**src/rtl/wtl_pkg.sv**
```systemverilog
`timescale 1ns / 1ps
`default_nettype none

package wtl_pkg;

  // Width of the byte position counter; offsets and lengths leave the block at 16 bits.
  localparam int POS_BITS  = 16;
  localparam int CALC_BITS = (POS_BITS + 1 > 17) ? POS_BITS + 1 : 17;
  localparam int OUT_BITS  = 16;

  localparam logic [7:0] CH_QUOTE   = 8'h22;
  localparam logic [7:0] CH_EQUAL   = 8'h3D;
  localparam logic [7:0] CH_LESS    = 8'h3C;
  localparam logic [7:0] CH_GREATER = 8'h3E;
  localparam logic [7:0] CH_BANG    = 8'h21;
  localparam logic [7:0] CH_SPACE   = 8'h20;
  localparam logic [7:0] CH_NEWLINE = 8'h0A;

  localparam logic [1:0] OP_LESS    = 2'd0;
  localparam logic [1:0] OP_GREATER = 2'd1;
  localparam logic [1:0] OP_BANG    = 2'd2;
  localparam logic [1:0] OP_ASSIGN  = 2'd3;

  localparam logic [3:0] KIND_WORD   = 4'd0;
  localparam logic [3:0] KIND_STRING = 4'd1;
  localparam logic [3:0] KIND_ERROR  = 4'd10;

  typedef struct packed {
    logic [3:0]          kind;
    logic [OUT_BITS-1:0] start;
    logic [OUT_BITS-1:0] length;
    logic                run_last;
    logic                text_done;
    logic                overflow;
  } token_t;

  // Single operator kind; the paired form with '=' is one above it.
  function automatic logic [3:0] op_kind(input logic [1:0] code);
    op_kind = {1'b0, code, 1'b0} + 4'd2;
  endfunction

  function automatic logic [OUT_BITS-1:0] sat16(input logic [CALC_BITS-1:0] x);
    sat16 = (x > CALC_BITS'(16'hFFFF)) ? 16'hFFFF : x[OUT_BITS-1:0];
  endfunction

endpackage

`default_nettype wire

```
**src/rtl/whitespace_token_lexer.sv**
```systemverilog
`timescale 1ns / 1ps
`default_nettype none

// Channel   Direction  Handshake          Payload
// in_       input      in_valid/in_stall  in_text_byte, in_end_of_text
// out_      output     out_valid/out_stall token kind, start, length, run_last,
//                                          text_done, position_overflow
//
// One byte per cycle while the input register does not hold: a byte is registered,
// decoded against the scan state in one pass and its 0..2 tokens are written into a
// 4-entry output queue. A byte passes the input register and then the output queue
// before its first token is offered on out_.
// The input register holds while the queue has fewer than two free entries.
// Reset (rst_n low, synchronous) returns the scanner to idle at offset zero;
// the end-of-text byte does the same after its tokens are queued.

module whitespace_token_lexer (
  input  wire logic        clk,
  input  wire logic        rst_n,
  input  wire logic        in_valid,
  output logic             in_stall,
  input  wire logic [7:0]  in_text_byte,
  input  wire logic        in_end_of_text,
  output logic             out_valid,
  input  wire logic        out_stall,
  output logic [3:0]       out_token_kind,
  output logic [15:0]      out_token_start,
  output logic [15:0]      out_token_length,
  output logic             out_run_last,
  output logic             out_text_done,
  output logic             out_position_overflow
);

  localparam logic [1:0] MODE_IDLE   = 2'd0;
  localparam logic [1:0] MODE_WORD   = 2'd1;
  localparam logic [1:0] MODE_STRING = 2'd2;
  localparam logic [1:0] MODE_OP     = 2'd3;

  localparam int PB = wtl_pkg::POS_BITS;
  localparam int CB = wtl_pkg::CALC_BITS;
  localparam logic [PB-1:0] POS_MAX = {PB{1'b1}};

  // input register
  logic             s1_valid_r;
  logic [7:0]       s1_byte_r;
  logic             s1_end_r;
  logic             fire;

  // scan state
  logic [1:0]       mode_r, mode_nxt;
  logic [1:0]       pend_r, pend_nxt;
  logic [PB-1:0]    begin_r, begin_nxt;
  logic [PB-1:0]    pos_r, pos_nxt;
  logic             ovf_r, ovf_nxt;

  // output queue
  wtl_pkg::token_t  q_r [4];
  logic [1:0]       wr_ptr_r, rd_ptr_r;
  logic [2:0]       q_cnt_r;
  logic             pop;

  wtl_pkg::token_t  tok0, tok1;
  logic             emit0, emit1;

  assign fire     = s1_valid_r && (q_cnt_r <= 3'd2);
  assign in_stall = s1_valid_r && !fire;
  assign pop      = (q_cnt_r != 3'd0) && !out_stall;

  always_ff @(posedge clk) begin
    if (!rst_n) begin
      s1_valid_r <= 1'b0;
    end else if (!in_stall) begin
      s1_valid_r <= in_valid;
    end
  end

  always_ff @(posedge clk) begin
    if (!in_stall) begin
      s1_byte_r <= in_text_byte;
      s1_end_r  <= in_end_of_text;
    end
  end

  always_comb begin
    logic             is_sp, is_q, is_eq, op_hit;
    logic [1:0]       op_code;
    logic [PB:0]      p1;
    logic [PB-1:0]    p1_sat;
    logic [CB-1:0]    len_pb, len_p1b;
    logic             st_emit;
    wtl_pkg::token_t  st_tok;
    logic [1:0]       st_mode, st_pend;
    logic [PB-1:0]    st_begin;

    is_sp   = (s1_byte_r == wtl_pkg::CH_SPACE) || (s1_byte_r == wtl_pkg::CH_NEWLINE);
    is_q    = (s1_byte_r == wtl_pkg::CH_QUOTE);
    is_eq   = (s1_byte_r == wtl_pkg::CH_EQUAL);
    op_hit  = 1'b1;
    op_code = wtl_pkg::OP_LESS;
    case (s1_byte_r)
      wtl_pkg::CH_LESS:    op_code = wtl_pkg::OP_LESS;
      wtl_pkg::CH_GREATER: op_code = wtl_pkg::OP_GREATER;
      wtl_pkg::CH_BANG:    op_code = wtl_pkg::OP_BANG;
      wtl_pkg::CH_EQUAL:   op_code = wtl_pkg::OP_ASSIGN;
      default:             op_hit  = 1'b0;
    endcase

    p1      = {1'b0, pos_r} + (PB + 1)'(1);
    p1_sat  = p1[PB] ? POS_MAX : p1[PB-1:0];
    len_pb  = (pos_r >= begin_r) ? CB'(pos_r - begin_r) : '0;
    len_p1b = (p1 >= {1'b0, begin_r}) ? CB'(p1 - {1'b0, begin_r}) : '0;

    // a byte opening a new token, from idle or right after a single operator
    st_emit          = s1_end_r && !is_sp;
    st_tok.kind      = is_q ? wtl_pkg::KIND_ERROR :
                       op_hit ? wtl_pkg::op_kind(op_code) : wtl_pkg::KIND_WORD;
    st_tok.start     = wtl_pkg::sat16(CB'(is_q ? p1_sat : pos_r));
    st_tok.length    = is_q ? 16'd0 : 16'd1;
    st_tok.run_last  = 1'b0;
    st_tok.text_done = 1'b0;
    st_tok.overflow  = ovf_r;
    st_mode          = is_sp ? MODE_IDLE : is_q ? MODE_STRING : op_hit ? MODE_OP : MODE_WORD;
    st_begin         = is_sp ? begin_r : is_q ? p1_sat : pos_r;
    st_pend          = (op_hit && !is_sp && !is_q) ? op_code : pend_r;

    tok0           = st_tok;
    tok1           = st_tok;
    emit0          = 1'b0;
    emit1          = 1'b0;
    mode_nxt       = mode_r;
    pend_nxt       = pend_r;
    begin_nxt      = begin_r;

    unique case (mode_r)
      MODE_OP: begin
        emit0        = 1'b1;
        tok0.start   = wtl_pkg::sat16(CB'(begin_r));
        mode_nxt     = MODE_IDLE;
        if (is_eq) begin
          tok0.kind   = wtl_pkg::op_kind(pend_r) + 4'd1;
          tok0.length = 16'd2;
        end else begin
          tok0.kind   = wtl_pkg::op_kind(pend_r);
          tok0.length = 16'd1;
          emit1       = st_emit;
          mode_nxt    = st_mode;
          begin_nxt   = st_begin;
          pend_nxt    = st_pend;
        end
      end
      MODE_WORD, MODE_STRING: begin
        tok0.kind  = (mode_r == MODE_WORD) ? wtl_pkg::KIND_WORD : wtl_pkg::KIND_STRING;
        tok0.start = wtl_pkg::sat16(CB'(begin_r));
        if ((mode_r == MODE_WORD) ? is_sp : is_q) begin
          emit0       = 1'b1;
          tok0.length = wtl_pkg::sat16(len_pb);
          mode_nxt    = MODE_IDLE;
        end else if (s1_end_r) begin
          emit0       = 1'b1;
          tok0.length = wtl_pkg::sat16(len_p1b);
          if (mode_r == MODE_STRING) begin
            tok0.kind = wtl_pkg::KIND_ERROR;
          end
        end
      end
      default: begin
        emit0     = st_emit;
        mode_nxt  = st_mode;
        begin_nxt = st_begin;
        pend_nxt  = st_pend;
      end
    endcase

    tok0.run_last  = !emit1;
    tok0.text_done = !emit1 && s1_end_r;
    tok1.run_last  = 1'b1;
    tok1.text_done = s1_end_r;

    ovf_nxt = ovf_r;
    pos_nxt = p1[PB-1:0];
    if (s1_end_r) begin
      mode_nxt  = MODE_IDLE;
      pend_nxt  = wtl_pkg::OP_LESS;
      begin_nxt = '0;
      pos_nxt   = '0;
      ovf_nxt   = 1'b0;
    end else if (pos_r == POS_MAX) begin
      pos_nxt = POS_MAX;
      ovf_nxt = 1'b1;
    end
  end

  always_ff @(posedge clk) begin
    if (!rst_n) begin
      mode_r  <= MODE_IDLE;
      pend_r  <= wtl_pkg::OP_LESS;
      begin_r <= '0;
      pos_r   <= '0;
      ovf_r   <= 1'b0;
    end else if (fire) begin
      mode_r  <= mode_nxt;
      pend_r  <= pend_nxt;
      begin_r <= begin_nxt;
      pos_r   <= pos_nxt;
      ovf_r   <= ovf_nxt;
    end
  end

  always_ff @(posedge clk) begin
    if (fire && emit0) begin
      q_r[wr_ptr_r] <= tok0;
    end
    if (fire && emit1) begin
      q_r[wr_ptr_r + 2'd1] <= tok1;
    end
  end

  always_ff @(posedge clk) begin
    if (!rst_n) begin
      wr_ptr_r <= '0;
      rd_ptr_r <= '0;
      q_cnt_r  <= '0;
    end else begin
      wr_ptr_r <= wr_ptr_r + ((fire && emit0) ? (emit1 ? 2'd2 : 2'd1) : 2'd0);
      rd_ptr_r <= rd_ptr_r + {1'b0, pop};
      q_cnt_r  <= q_cnt_r + ((fire && emit0) ? (emit1 ? 3'd2 : 3'd1) : 3'd0)
                  - {2'b0, pop};
    end
  end

  assign out_valid             = (q_cnt_r != 3'd0);
  assign out_token_kind        = q_r[rd_ptr_r].kind;
  assign out_token_start       = q_r[rd_ptr_r].start;
  assign out_token_length      = q_r[rd_ptr_r].length;
  assign out_run_last          = q_r[rd_ptr_r].run_last;
  assign out_text_done         = q_r[rd_ptr_r].text_done;
  assign out_position_overflow = q_r[rd_ptr_r].overflow;

  a_queue_bound: assert property (@(posedge clk) disable iff (!rst_n)
    q_cnt_r <= 3'd4)
    else $error("output queue overrun");

  a_end_resets: assert property (@(posedge clk) disable iff (!rst_n)
    fire && s1_end_r |=> pos_r == '0 && mode_r == MODE_IDLE && !ovf_r)
    else $error("scan state not cleared after end of text");

  a_pos_monotonic: assert property (@(posedge clk) disable iff (!rst_n)
    fire && !s1_end_r |=> pos_r >= $past(pos_r))
    else $error("byte position went backwards");

  a_ovf_sticky: assert property (@(posedge clk) disable iff (!rst_n)
    ovf_r && !(fire && s1_end_r) |=> ovf_r)
    else $error("overflow flag dropped inside a text");

  a_second_needs_first: assert property (@(posedge clk) disable iff (!rst_n)
    fire && emit1 |-> emit0 && mode_r == MODE_OP)
    else $error("second token without an operator flush");

endmodule

`default_nettype wire

```
**config.mk**
```make
export PLATFORM = sky130hd
export DESIGN_NAME = whitespace_token_lexer
export DESIGN_NICKNAME = d
export VERILOG_FILES = /design/src/rtl/wtl_pkg.sv /design/src/rtl/whitespace_token_lexer.sv
export SDC_FILE = /design/constraint.sdc
export NUM_CORES = 1
export LEC_CHECK = 0
export ABC_CLOCK_PERIOD_IN_PS = 5700
export CAP_MARGIN = 40
export CORE_MARGIN = 5
export CORE_UTILIZATION = 55
export CTS_CLUSTER_SIZE = 8
export DETAILED_ROUTE_END_ITERATION = 12
export DONT_BUFFER_PORTS = 1
export PLACE_DENSITY = 0.7
export SYNTH_ARGS = -nofsm -noshare
export SYNTH_HDL_FRONTEND = slang
export SYNTH_SLANG_ARGS = --single-unit
```
**constraint.sdc**
```tcl
create_clock -name clk -period 5.7 [get_ports clk]
set_input_delay 1.14 -clock clk [delete_from_list [all_inputs] [get_ports clk]]
set_output_delay 1.14 -clock clk [all_outputs]
set_load 0.02 [all_outputs]
```
==> After elaboration in Yosys (flattened, before gate mapping) <==
Memories as Yosys holds them, arrays and structs flattened. A register that Yosys moved wholly into a read port is not among the register bits.
Cells that the tools add are included.
{ "op_classes": {"n_addsub": 11, "n_lt_le_gt_ge": 6, "n_eq_ne": 14, "mux": 56, "n_reduce_logical": 22} }
{ "op_table": {"columns": ["cell", "count"], "rows": [
  ["$mux 16", 13],
  ["$pmux 36 s2", 1],
  ["$eq 8x6->1 const B", 6],
  ["$gt 17x16->1 const B", 2],
  ["$mux 17", 2],
  ["$pmux 16 s2", 1],
  ["$mux 2", 15],
  ["$mux 4", 6],
  ["$add 16x1->17 const B", 1],
  ["$ge 17x16->1", 1],
  ["$sub 16x16->17", 1],
  ["$sub 17x16->17", 1],
  ["$eq 16x16->1 const B", 1],
  ["$ge 16x16->1", 1],
  ["$gt 16x16->1 const B", 1],
  ["$mux 1", 14],
  ["$logic_and 1x1->1", 9],
  ["$add 3x2->4 const B", 2],
  ["$eq 8x4->1 const B", 1],
  ["$pmux 2 s2", 2],
  ["$ne 3x3->1 const B", 2],
  ["$pmux 2 s3", 1],
  ["$logic_not 1->1", 5],
  ["$add 4x1->4 const B", 1],
  ["17 further kinds", 19]
]} }
{ "totals": {"regBits": 54, "ramBits": 156, "inputBits": 13, "out_inout_bits": 41, "wordCells": 121, "n_memories": 1} }
{ "memory_table": {"columns": ["name", "depth", "word_bits", "read_ports", "rd_clocked_by_memory_dff", "write_ports", "line", "text"], "rows": [
  ["q_r", 4, 39, 1, 1, 2, "whitespace_token_lexer.sv:57", "wtl_pkg::token_t q_r [4];"]
]} }

==> Longest topological paths before layout <==
Gate-level depths: netlist of the first run.
{ "logic_depth": {"word_depth": 10, "mapped_depth": 18, "depth_no_buf": 17} }

==> Worst setup path before layout of the first run <==
OpenSTA, ideal clock, no wires.
{ "synth_timing": {"path_kind": "register -> register", "from": "register pos_r[0]", "to": "memory q_r[0][5] (netlist bit)", "setup_ns": 0.117, "arrival_ns": 3.813, "required_ns": 5.583, "setup_slack_ns": 1.771, "path_stages_with_launch": 17, "path_buffers": 1, "synth_period_minus_slack_ns": 3.929, "path_cell_list": "dfxtp_1 > ha_1 > nand3_4 > nor2_1 > nand3_1 > nor2_1 > nand3_1 > xnor2_1 > ha_1 > a21o_1 > a221oi_1 > o211ai_2 > a31o_1 > buf_6 > a31oi_2 > nor3_1 > a22o_1"} }
{ "synth_rtl": {"columns": ["item", "line", "text"], "rows": [
  ["start: declaration", "whitespace_token_lexer.sv:53", "logic [PB-1:0] pos_r, pos_nxt;"],
  ["start signal: assignment", "whitespace_token_lexer.sv:204", "pos_r <= pos_nxt;"],
  ["end: declaration", "whitespace_token_lexer.sv:57", null]
]} }

==> metrics.txt, run 1 <==
kind of launch point of the worst setup path=flip-flop; status=complete, no violations; r2r worst-path depth=15; wire length reported by the detailed router=34590 um; normalized max-slew margin=42.45%; transition at the pin with the smallest max-transition slack=0.8612 ns; Cell Rows=53; synthesized-area fraction occupied by ao, oa, aoi and oai cells=22.24%; post-CTS clock slew at the launch and capture registers of the worst setup and hold paths=0.06 ns; Routed Antenna Nets=0; sequential share of the synthesized area=43.48%; worst hold-check path type=flip-flop to flip-flop; I/O pin count=54; area share of xor/xnor cells in the synthesized design=3.164%; Total Power Consumption=3.958 mW; vias in the first global route=9442; Syn Nets=1275; Synth Cell Area=11900 um^2; drt initial violations=1245; TritonCTS clock tree=yes; area share of fa/ha/maj cells after synthesis=5.130%; hold-critical path endpoint=q_r[3][35]; number of synthesized register bits=210; Final Max Tran Viols=0; endpoint type of the worst setup path=flip-flop; combined flip-flop and latch cell area=5177 um^2; detailed-placement wirelength estimate=24340 um; Max H-tree Level=1; hold-critical path depth=2; largest net degree at the start of global routing=50; GRT Residual Overflow=0; final-layout fill cell count=1714; critical path start-end classification=flip-flop to flip-flop; Yosys Warn Count=0; Die Footprint=24680 um^2; number of violations of the max-capacitance limit=0; cell type with the highest aggregate area in the netlist=sky130_fd_sc_hd__edfxtp_1; critical-path maximum fanout=10; clock tree root buffer cell=sky130_fd_sc_hd__clkbuf_16; GPL Wtd Cong=0.9874; 1st-pass router iterations=5; fraction of the mapped netlist area in simple logic gates=14.09%; register-to-register setup slack=0.78 ns; average wire length per cell after detail routing=23.18 um; post-synthesis area per instance=9.795 um^2; Final Util=62.07%; Tcrit/Tclk final=86.25%; P_leak=4.566 nW; Gates resized, CTS repair=0; die span in x=157.1 um; number of buffers between clock root and the deepest sink=3; Worst R2R End=q_r[2][8]; slowest cell on the critical path=sky130_fd_sc_hd__nor2_1; wire length of the first global-routing pass=53760 um; number of input and output port buffers inserted=0; final antenna diode count=0; dominant cells by area after synthesis=sky130_fd_sc_hd__edfxtp_1, sky130_fd_sc_hd__dfxtp_1, sky130_fd_sc_hd__mux4_2, sky130_fd_sc_hd__ha_1, sky130_fd_sc_hd__a21oi_1; post-route setup TNS=0 ns; source of the worst register-to-register timing path=pos_r[0]; required arrival time at the worst endpoint=6.17 ns; area fraction of the dominant cell type after synthesis=24.47%; number of synthesized flops with an enable pin=97; minimum clock period after layout=4.916 ns; list of most frequent post-synthesis cells=sky130_fd_sc_hd__dfxtp_1, sky130_fd_sc_hd__a21oi_1, sky130_fd_sc_hd__edfxtp_1; clock network latency to the later pin of the worst-skew pair=0.57 ns; final setup violation count=0; Max Freq=203.4 MHz; data arrival at the endpoint of the critical path=5.39 ns; placeable core region=21150 um^2; post-synth cell types=71; mean number of vias per cell=6.696; number of clock sinks=210; number of post-CTS setup repair buffers=0; worst-path cell chain=ha_1, nand3_4, nor2_1, nand3_1, nor2_1, nand3_1, xnor2_1, ha_1, nand2_1, a211oi_1, or3_1, a31o_1, a21oi_2, nor3_1, a22o_1; number of buffers added by the clock tree synthesis step=30; starting utilization of the core area=56.26%; initial antenna violation count=0; hold buffer count at cts=0; worst stage delay on the critical path=0.56 ns; worst-case hold slack=0.4532 ns; Fin Clk Skew=0.03744 ns; Gate Count Post-Synth=1215; share of async-settable or async-resettable flops after synthesis=0%; most frequent cell after synthesis=sky130_fd_sc_hd__dfxtp_1; gr usage total=27.73%; portion of netlist area occupied by mux cells=7.727%; maximum VDD drop=208.4 uV; area delta synth->final=10.33%; ratio of cells with drive above 1 in the final layout=11.09%; final routed DRC violation total=0; area of the multi-input gates=6236 um^2; primary flip-flop cell chosen by synthesis mapping=sky130_fd_sc_hd__dfxtp_1; RSZ-0062 raised after global routing=false; main combinational cell family by area after synthesis=compound AO/OA/AOI/OAI gates; Power per Cell Area=301.4 nW/um^2; source of the worst hold timing path=q_r[3][35]; number of nets in the layout=1259; Fin. Hold Viols=0; vertical extent of the die=157.1 um; total via count in the routed design=9990
cells by family (layout without fill, tap and decap cells):
logic type | count (synthesis) | after routing
flops | 210 | 210
fa+ha+maj | 47 | 47
simple gates | 338 | 338
mux | 43 | 43
xor+xnor | 43 | 43
buf+inv | 126 | 128
compound gates | 408 | 408
report_power, final:
part           internal, mW  switching, mW  total [mW]
sequential             1.61         0.0492        1.66
combinational         0.250          0.377       0.627
clock                  1.03          0.643        1.67
total                  2.89           1.07        3.96
area by class of cell:
class	instances	share of cell area [%]
inverters	44	1.258
multi-input cells	879	47.49
repair buffers	34	2.439
flip-flops and latches	210	39.43
well taps	275	2.620
clock inverters	2	0.4574
clock buffers	48	6.308
worst max path at each step:
stage / to / slack [ns] / startpoint / depth (start not counted)
floorplan: q_r[0][5] / 1.77 / pos_r[0] / 16
global placement: q_r[1][3] / 1.20 / pos_r[0] / 17
detailed placement: q_r[2][8] / 0.98 / pos_r[1] / 15
CTS: q_r[3][8] / 0.91 / pos_r[0] / 15
global route: q_r[3][8] / 0.32 / pos_r[0] / 15
finish: q_r[2][8] / 0.78 / pos_r[0] / 15
state kept, by name (all words and copies together), names as in the netlist, 2 cells and up:
| signal | flops |
|---|---|
| pend_r | 2 |
| pos_r | 16 |
| mode_r | 2 |
| q_r | 156 |
| s1_byte_r | 8 |
| q_cnt_r | 3 |
| begin_r | 16 |
| wr_ptr_r | 2 |
| rd_ptr_r | 2 |
through the flow:
stage | std cells | setup slack [ns] | area, um^2
6_report | 1492 | 0.7836 | 13130
5_1_grt | 1492 | 0.3220 | 13130
4_1_cts | 1491 | 0.9116 | 13130
3_5_place_dp | 1441 | 0.9765 | 12240
3_3_place_gp | 1436 | 1.198 | 12130
2_1_floorplan | 1215 | 1.771 | 11900
per-layer routing:
layer	vias to the layer above	wire length [um]	track usage [%]
li1	4568	-	-
met1	4832	14340	38.73
met2	515	15660	43.11
met3	75	3472	6.296
met4	0	1121	9.218
met5	-	0	0
cell usage in the layout, fill, tap and decap left out, types with 39 or more instances in the layout:
cell and instances:
sky130_fd_sc_hd__a21oi_1 101, sky130_fd_sc_hd__dfxtp_1 111, sky130_fd_sc_hd__edfxtp_1 97, sky130_fd_sc_hd__ha_1 44
sky130_fd_sc_hd__inv_1 44, sky130_fd_sc_hd__mux4_2 39, sky130_fd_sc_hd__nand2_1 79, sky130_fd_sc_hd__nand3_1 59
sky130_fd_sc_hd__nor2_1 77, sky130_fd_sc_hd__o21ai_0 64, sky130_fd_sc_hd__o22ai_1 80
worst max-delay path: cells and delay by family, from the launching register on:
family                     cells  cell delay (ns)
xor gates and xnor gates       1             0.19
AOI/OAI and AO/OA              4             1.16
DFF                            1             0.47
adders and majority gates      2             0.76
and+or+nand+nor                8             2.24
(Power assumes the default switching activity.)
==> run 2, diff against run 1 <==
--- a/config.mk
+++ b/config.mk
@@ -7,8 +7,9 @@
 export LEC_CHECK = 0
 export ABC_CLOCK_PERIOD_IN_PS = 5700
 export CAP_MARGIN = 40
-export CORE_MARGIN = 5
+export CORE_MARGIN = 4
 export CORE_UTILIZATION = 55
+export CTS_BUF_LIST = sky130_fd_sc_hd__clkbuf_4 sky130_fd_sc_hd__clkbuf_8 sky130_fd_sc_hd__clkbuf_16
 export CTS_CLUSTER_SIZE = 8
 export DETAILED_ROUTE_END_ITERATION = 12
 export DONT_BUFFER_PORTS = 1
==> metrics.txt, run 2 (same netlist as run 1, synthesis figures left out) <==
wire length reported by the detailed router=35180 um (+1.7%); area delta synth->final=10.61%; P_leak=4.614 nW (+1.0%); 1st-pass router iterations=6 (+1); critical path start-end classification=flip-flop to flip-flop; wire length of the first global-routing pass=54080 um (+0.60%); kind of launch point of the worst setup path=flip-flop; Routed Antenna Nets=0 (unchanged); drt initial violations=1221 (-1.9%); number of nets in the layout=1260 (+0.079%); post-route setup TNS=0 ns (unchanged); hold buffer count at cts=0 (unchanged); number of input and output port buffers inserted=0 (unchanged); critical-path maximum fanout=10 (unchanged); Gates resized, CTS repair=0 (unchanged); hold-critical path endpoint=q_r[3][35]; Max H-tree Level=1 (unchanged); largest registers=q_r (156), begin_r (16), pos_r (16); r2r worst-path depth=16 (+1); register-to-register setup slack=1.03 ns (+0.25 ns); clock network latency to the later pin of the worst-skew pair=0.56 ns (about the same); number of placed cells counting well taps=1442 (+0.069%); largest register by flop count=q_r; GRT Residual Overflow=0 (unchanged); gr usage total=28.43% (+0.70 points); largest net degree at the start of global routing=50 (unchanged); Max Freq=214.1 MHz (+5.3%); number of clock sinks=210 (unchanged); Die Footprint=24060 um^2 (-2.5%); source of the worst hold timing path=q_r[3][35]; number of violations of the max-capacitance limit=0 (unchanged); Final Max Tran Viols=0 (unchanged); starting utilization of the core area=56.26% (unchanged); normalized max-slew margin=39.53% (-2.9 points); ratio of cells with drive above 1 in the final layout=12.63% (+1.5 points); detailed-placement wirelength estimate=25020 um (+2.8%); Fin Clk Skew=0.04296 ns (+0.005518 ns); most common cell after layout, fill and taps aside=sky130_fd_sc_hd__dfxtp_1; commonest cells after routing, fill and taps aside=sky130_fd_sc_hd__dfxtp_1, sky130_fd_sc_hd__a21oi_1, sky130_fd_sc_hd__edfxtp_1, sky130_fd_sc_hd__o22ai_1, sky130_fd_sc_hd__nand2_1; source of the worst register-to-register timing path=pos_r[0]; final-layout fill cell count=1683 (-1.8%); TritonCTS clock tree=yes; average wire length per cell after detail routing=23.55 um (+1.6%); Tcrit/Tclk final=81.94% (-4.3 points); post-CTS clock slew at the launch and capture registers of the worst setup and hold paths=0.06 ns (about the same); number of standard cells in the layout, taps in and fillers out=1494 (+0.13%); minimum clock period after layout=4.670 ns (-0.2461 ns); final routed DRC violation total=0 (unchanged); worst hold-check path type=flip-flop to flip-flop; Power per Cell Area=305.5 nW/um^2 (+1.4%); number of post-CTS setup repair buffers=0 (unchanged); hold-critical path depth=2 (unchanged); worst stage delay on the critical path=0.48 ns (-0.08 ns); transition at the pin with the smallest max-transition slack=0.9022 ns (+0.04101 ns); data arrival at the endpoint of the critical path=5.09 ns (-0.30 ns); maximum VDD drop=228.4 uV (+9.6%); die span in x=155.1 um (-1.3%); worst-path cell chain=ha_1, nand3_4, nor2_1, nand3_1, nor2_1, buf_4, xor2_1, ha_1, a21oi_1, nand2_1, o31ai_1, o211ai_2, a31o_1, a31oi_2, nor3_1, a22o_1; total via count in the routed design=9969 (-0.21%); status=complete, no violations; Worst R2R End=q_r[3][5]; number of buffers between clock root and the deepest sink=3 (unchanged); final antenna diode count=0 (unchanged); number of buffers added by the clock tree synthesis step=30 (unchanged); required arrival time at the worst endpoint=6.12 ns (-0.05 ns); Largest register FFs=156 (unchanged); final setup violation count=0 (unchanged); vertical extent of the die=155.1 um (-1.3%); I/O pin count=54 (unchanged); Final Util=62.23% (+0.15 points); Fin. Hold Viols=0 (unchanged); clock tree root buffer cell=sky130_fd_sc_hd__clkbuf_16; RSZ-0062 raised after global routing=false; Cell Rows=53 (unchanged); endpoint type of the worst setup path=flip-flop; mean number of vias per cell=6.673 (-0.34%); slowest cell on the critical path=sky130_fd_sc_hd__dfxtp_1; placeable core region=21150 um^2 (unchanged); GPL Wtd Cong=0.9704 (-1.7%); vias in the first global route=9151 (-3.1%); initial antenna violation count=0 (unchanged); area of the multi-input gates=6236 um^2 (unchanged); combined flip-flop and latch cell area=5177 um^2 (unchanged)
[run 2: cell count changes in the layout (fill, tap and decap cells not counted)]
cell                       before  now
sky130_fd_sc_hd__clkbuf_8       1    0
sky130_fd_sc_hd__buf_8          2    4
sky130_fd_sc_hd__buf_12         1    0
sky130_fd_sc_hd__buf_4         28   29
sky130_fd_sc_hd__buf_2          1    2
sky130_fd_sc_hd__buf_16         2    0
sky130_fd_sc_hd__clkbuf_1      17    0
sky130_fd_sc_hd__clkbuf_4       0   19
[run 2: layout make-up]
cell class,instances,share of cell area [%]
timing repair buffer,35,2.186
clock buffer,49,6.786
clock inverter,2,0.4562
multi-input combinational,879,47.37
inverter,44,1.255
tap,275,2.614
sequential,210,39.33
[run 2: worst max-delay path, delay by kind of cell, from the launching register on]
family	cells	cell delay [ns]
AO/OA/AOI/OAI	6	1.93
adder cells (fa/ha/maj)	2	0.68
AND/OR/NAND/NOR	6	1.04
flip-flops	1	0.48
buffers and inverters	1	0.18
XOR/XNOR	1	0.19
[run 2: worst max-delay path by stage]
stage,from,end,slack [ns],cells after the start
CTS,pos_r[0],q_r[0][5],1.14,16
global placement,pos_r[1],q_r[0][5],1.32,16
global route,pos_r[0],q_r[3][5],0.72,16
detailed placement,pos_r[1],q_r[0][5],1.21,16
finish,pos_r[0],q_r[3][5],1.03,16
floorplan,pos_r[0],q_r[0][5],1.77,16
[run 2: power breakdown]
group	internal [mW]	switching [mW]
combinational	0.233	0.349
sequential	1.61	0.0720
clock	1.11	0.648
[run 2: layer usage]
layer,track usage [%],share of wire [%],up-vias
met5,0,0,-
met4,6.518,1.9,0
met3,6.120,11,58
met2,44.81,46,551
met1,40.54,41,4793
li1,-,-,4567
[run 2: metrics by stage]
step	total power, mW	setup WS, ns	hold WS, ns	cell area (um^2)
after global placement	2.290	1.321	0.4397	12140
after CTS	4.031	1.140	0.4553	13160
after floorplan	2.166	1.771	0.4271	11900
after global routing	4.162	0.7242	0.4695	13160
final	4.022	1.030	0.4561	13160
after detailed placement	2.296	1.215	0.4460	12210
==> run 3, diff against run 2 <==
--- a/config.mk
+++ b/config.mk
@@ -5,7 +5,7 @@
 export SDC_FILE = /design/constraint.sdc
 export NUM_CORES = 1
 export LEC_CHECK = 0
-export ABC_CLOCK_PERIOD_IN_PS = 5700
+export ABC_CLOCK_PERIOD_IN_PS = 4900
 export CAP_MARGIN = 40
 export CORE_MARGIN = 4
 export CORE_UTILIZATION = 55
==> constraint.sdc (replaced) <==
create_clock -name clk -period 4.9 [get_ports clk]
set_input_delay 0.98 -clock clk [delete_from_list [all_inputs] [get_ports clk]]
set_output_delay 0.98 -clock clk [all_outputs]
set_load 0.02 [all_outputs]
==> metrics.txt, run 3 (same netlist as run 1, synthesis figures left out) <==
number of buffers added by the clock tree synthesis step=30 (unchanged); mean number of vias per cell=6.664 (-0.14%); combined flip-flop and latch cell area=5177 um^2 (unchanged); Final Util=62.22% (about the same); area of the multi-input gates=6246 um^2 (+0.16%); area delta synth->final=10.60% (about the same); wire length of the first global-routing pass=54570 um (+0.91%); Final Max Tran Viols=0 (unchanged); vias in the first global route=9397 (+2.7%); I/O pin count=54 (unchanged); final setup violation count=0 (unchanged); Die Footprint=24060 um^2 (unchanged); Power per Cell Area=350.0 nW/um^2 (+15%); Fin. Hold Viols=0 (unchanged); ratio of cells with drive above 1 in the final layout=13.16% (+0.53 points); Fin Clk Skew=0.03478 ns (-0.008173 ns); GPL Wtd Cong=0.9721 (+0.18%); design internal power=3.371 mW (+14%); Max Freq=230.0 MHz (+7.4%); starting utilization of the core area=56.26% (unchanged); worst hold-check path type=flip-flop to flip-flop; endpoint type of the worst setup path=flip-flop; number of clock sinks=210 (unchanged); share of total power in the clock network=42.7% (-1.0 points); die span in x=155.1 um (unchanged); number of buffers between clock root and the deepest sink=3 (unchanged); GRT Max-Usage Layer=met2; summed area of non-filler cells in the final layout=13160 um^2 (about the same); met1 usage=40.66% (+0.12 points); most common cell after layout, fill and taps aside=sky130_fd_sc_hd__dfxtp_1; Combinational Power Share=15.1% (+0.6 points); clock tree root buffer cell=sky130_fd_sc_hd__clkbuf_16; number of post-CTS setup repair buffers=0 (unchanged); largest register by flop count=q_r; total via count in the routed design=9982 (+0.13%); gr usage total=28.71% (+0.28 points); final routed DRC violation total=0 (unchanged); vertical extent of the die=155.1 um (unchanged); post-route setup TNS=0 ns (unchanged); Post-DP Area=12240 um^2 (+0.31%); maximum VDD drop=268.1 uV (+17%); Tcrit/Tclk final=88.75% (+6.8 points); Total Power Consumption=4.607 mW (+15%); clock network latency to the later pin of the worst-skew pair=0.56 ns (about the same); largest registers=q_r (156), begin_r (16), pos_r (16); number of input and output port buffers inserted=0 (unchanged); final-layout fill cell count=1731 (+2.9%); Largest register FFs=156 (unchanged); sequential group share of total power=42.3% (+0.4 points); number of nets in the layout=1265 (+0.40%); data arrival at the endpoint of the critical path=4.70 ns (-0.39 ns); met2 usage=44.75% (-0.062 points); RSZ-0062 raised after global routing=false; critical-path maximum fanout=13 (+3); P_leak=4.602 nW (-0.27%); commonest cells after routing, fill and taps aside=sky130_fd_sc_hd__dfxtp_1, sky130_fd_sc_hd__a21oi_1, sky130_fd_sc_hd__edfxtp_1, sky130_fd_sc_hd__o22ai_1, sky130_fd_sc_hd__nand2_1; required arrival time at the worst endpoint=5.25 ns (-0.87 ns); detailed-placement wirelength estimate=24540 um (-1.9%); transition at the pin with the smallest max-transition slack=0.9650 ns (+0.06284 ns); normalized max-slew margin=34.98% (-4.5 points); minimum clock period after layout=4.349 ns (-0.3217 ns); post-CTS clock slew at the launch and capture registers of the worst setup and hold paths=0.06 ns (about the same); initial antenna violation count=0 (unchanged); drt initial violations=1313 (+7.5%); met3 usage in global routing=5.063% (-1.1 points); 1st-pass router iterations=5 (-1); final antenna diode count=0 (unchanged); GRT Residual Overflow=0 (unchanged); number of placed cells counting well taps=1448 (+0.42%); Switching Power=1.236 mW (+16%); Routed Antenna Nets=0 (unchanged); placeable core region=21150 um^2 (unchanged); status=complete, no violations; Switching Share=26.83% (+0.24 points); Cell Rows=53 (unchanged); wire length reported by the detailed router=35090 um (-0.26%); number of standard cells in the layout, taps in and fillers out=1498 (+0.27%); number of violations of the max-capacitance limit=0 (unchanged); critical path start-end classification=flip-flop to flip-flop; largest net degree at the start of global routing=50 (unchanged); Max H-tree Level=1 (unchanged); average wire length per cell after detail routing=23.42 um (-0.53%); TritonCTS clock tree=yes; kind of launch point of the worst setup path=flip-flop
==> run 3: timing repair <==
item	4_1_cts	5_1_grt
setup endpoints to repair	0	29
hold endpoints to repair	0	0
hold buffers	0	0
resized for setup	0	3
==> run 3: power by group through the flow <==
stage / Clock (mW) / Sequential, mW / Combinational [mW]
2_1_floorplan: 0 / 1.93 / 0.592
3_3_place_gp: 0 / 1.98 / 0.685
3_5_place_dp: 0 / 1.98 / 0.691
4_1_cts: 1.98 / 1.95 / 0.695
5_1_grt: 2.07 / 1.95 / 0.747
6_report: 1.97 / 1.95 / 0.694
==> run 3: critical path, cell delays in order, from the launching register on <==
cell,delay (ns)
sky130_fd_sc_hd__dfxtp_1,0.47
sky130_fd_sc_hd__ha_2,0.32
sky130_fd_sc_hd__nand3_4,0.14
sky130_fd_sc_hd__nor2_2,0.24
sky130_fd_sc_hd__nand3_1,0.20
sky130_fd_sc_hd__nor2_1,0.27
sky130_fd_sc_hd__nand3_1,0.18
sky130_fd_sc_hd__xnor2_1,0.19
sky130_fd_sc_hd__ha_1,0.40
sky130_fd_sc_hd__nand4_1,0.13
sky130_fd_sc_hd__nor2_1,0.15
sky130_fd_sc_hd__a221oi_1,0.10
sky130_fd_sc_hd__o211ai_2,0.10
sky130_fd_sc_hd__buf_4,0.25
sky130_fd_sc_hd__o22ai_1,0.16
sky130_fd_sc_hd__o41ai_2,0.53
sky130_fd_sc_hd__nand2_1,0.12
sky130_fd_sc_hd__a22oi_1,0.19
==> run 3: final timing paths <==
check | startpoint | end | slack, ns | cells past startpoint
worst max-delay path | pos_r[0] | q_r[1][3] | 0.55 | 17
worst min-delay path | q_r[0][35] | q_r[0][35] | 0.45 | 2
worst max register to register | pos_r[0] | q_r[1][3] | 0.55 | 17
worst min register to register | q_r[0][35] | q_r[0][35] | 0.45 | 2
==> run 3: routing by layer <==
layer	wire, um	vias up
met5	0	-
met1	14660	4806
met3	3270	77
met2	16110	516
li1	-	4583
met4	1044	0
==> run 3: layout make-up <==
type	instances	area share, %
well taps	275	2.614
clock inverters	2	0.1806
inverters	44	1.255
repair buffers	40	2.433
clock buffers	48	6.730
flip-flops and latches	210	39.33
multi-input cells	879	47.45
==> run 3: through the flow <==
step / setup WS [ns] / hold WS, ns
final: 0.5514 / 0.4514
after floorplan: 0.9706 / 0.4271
after detailed placement: 0.5565 / 0.4463
after global placement: 0.6751 / 0.4404
after CTS: 0.4588 / 0.4554
after global routing: 0.08276 / 0.4740
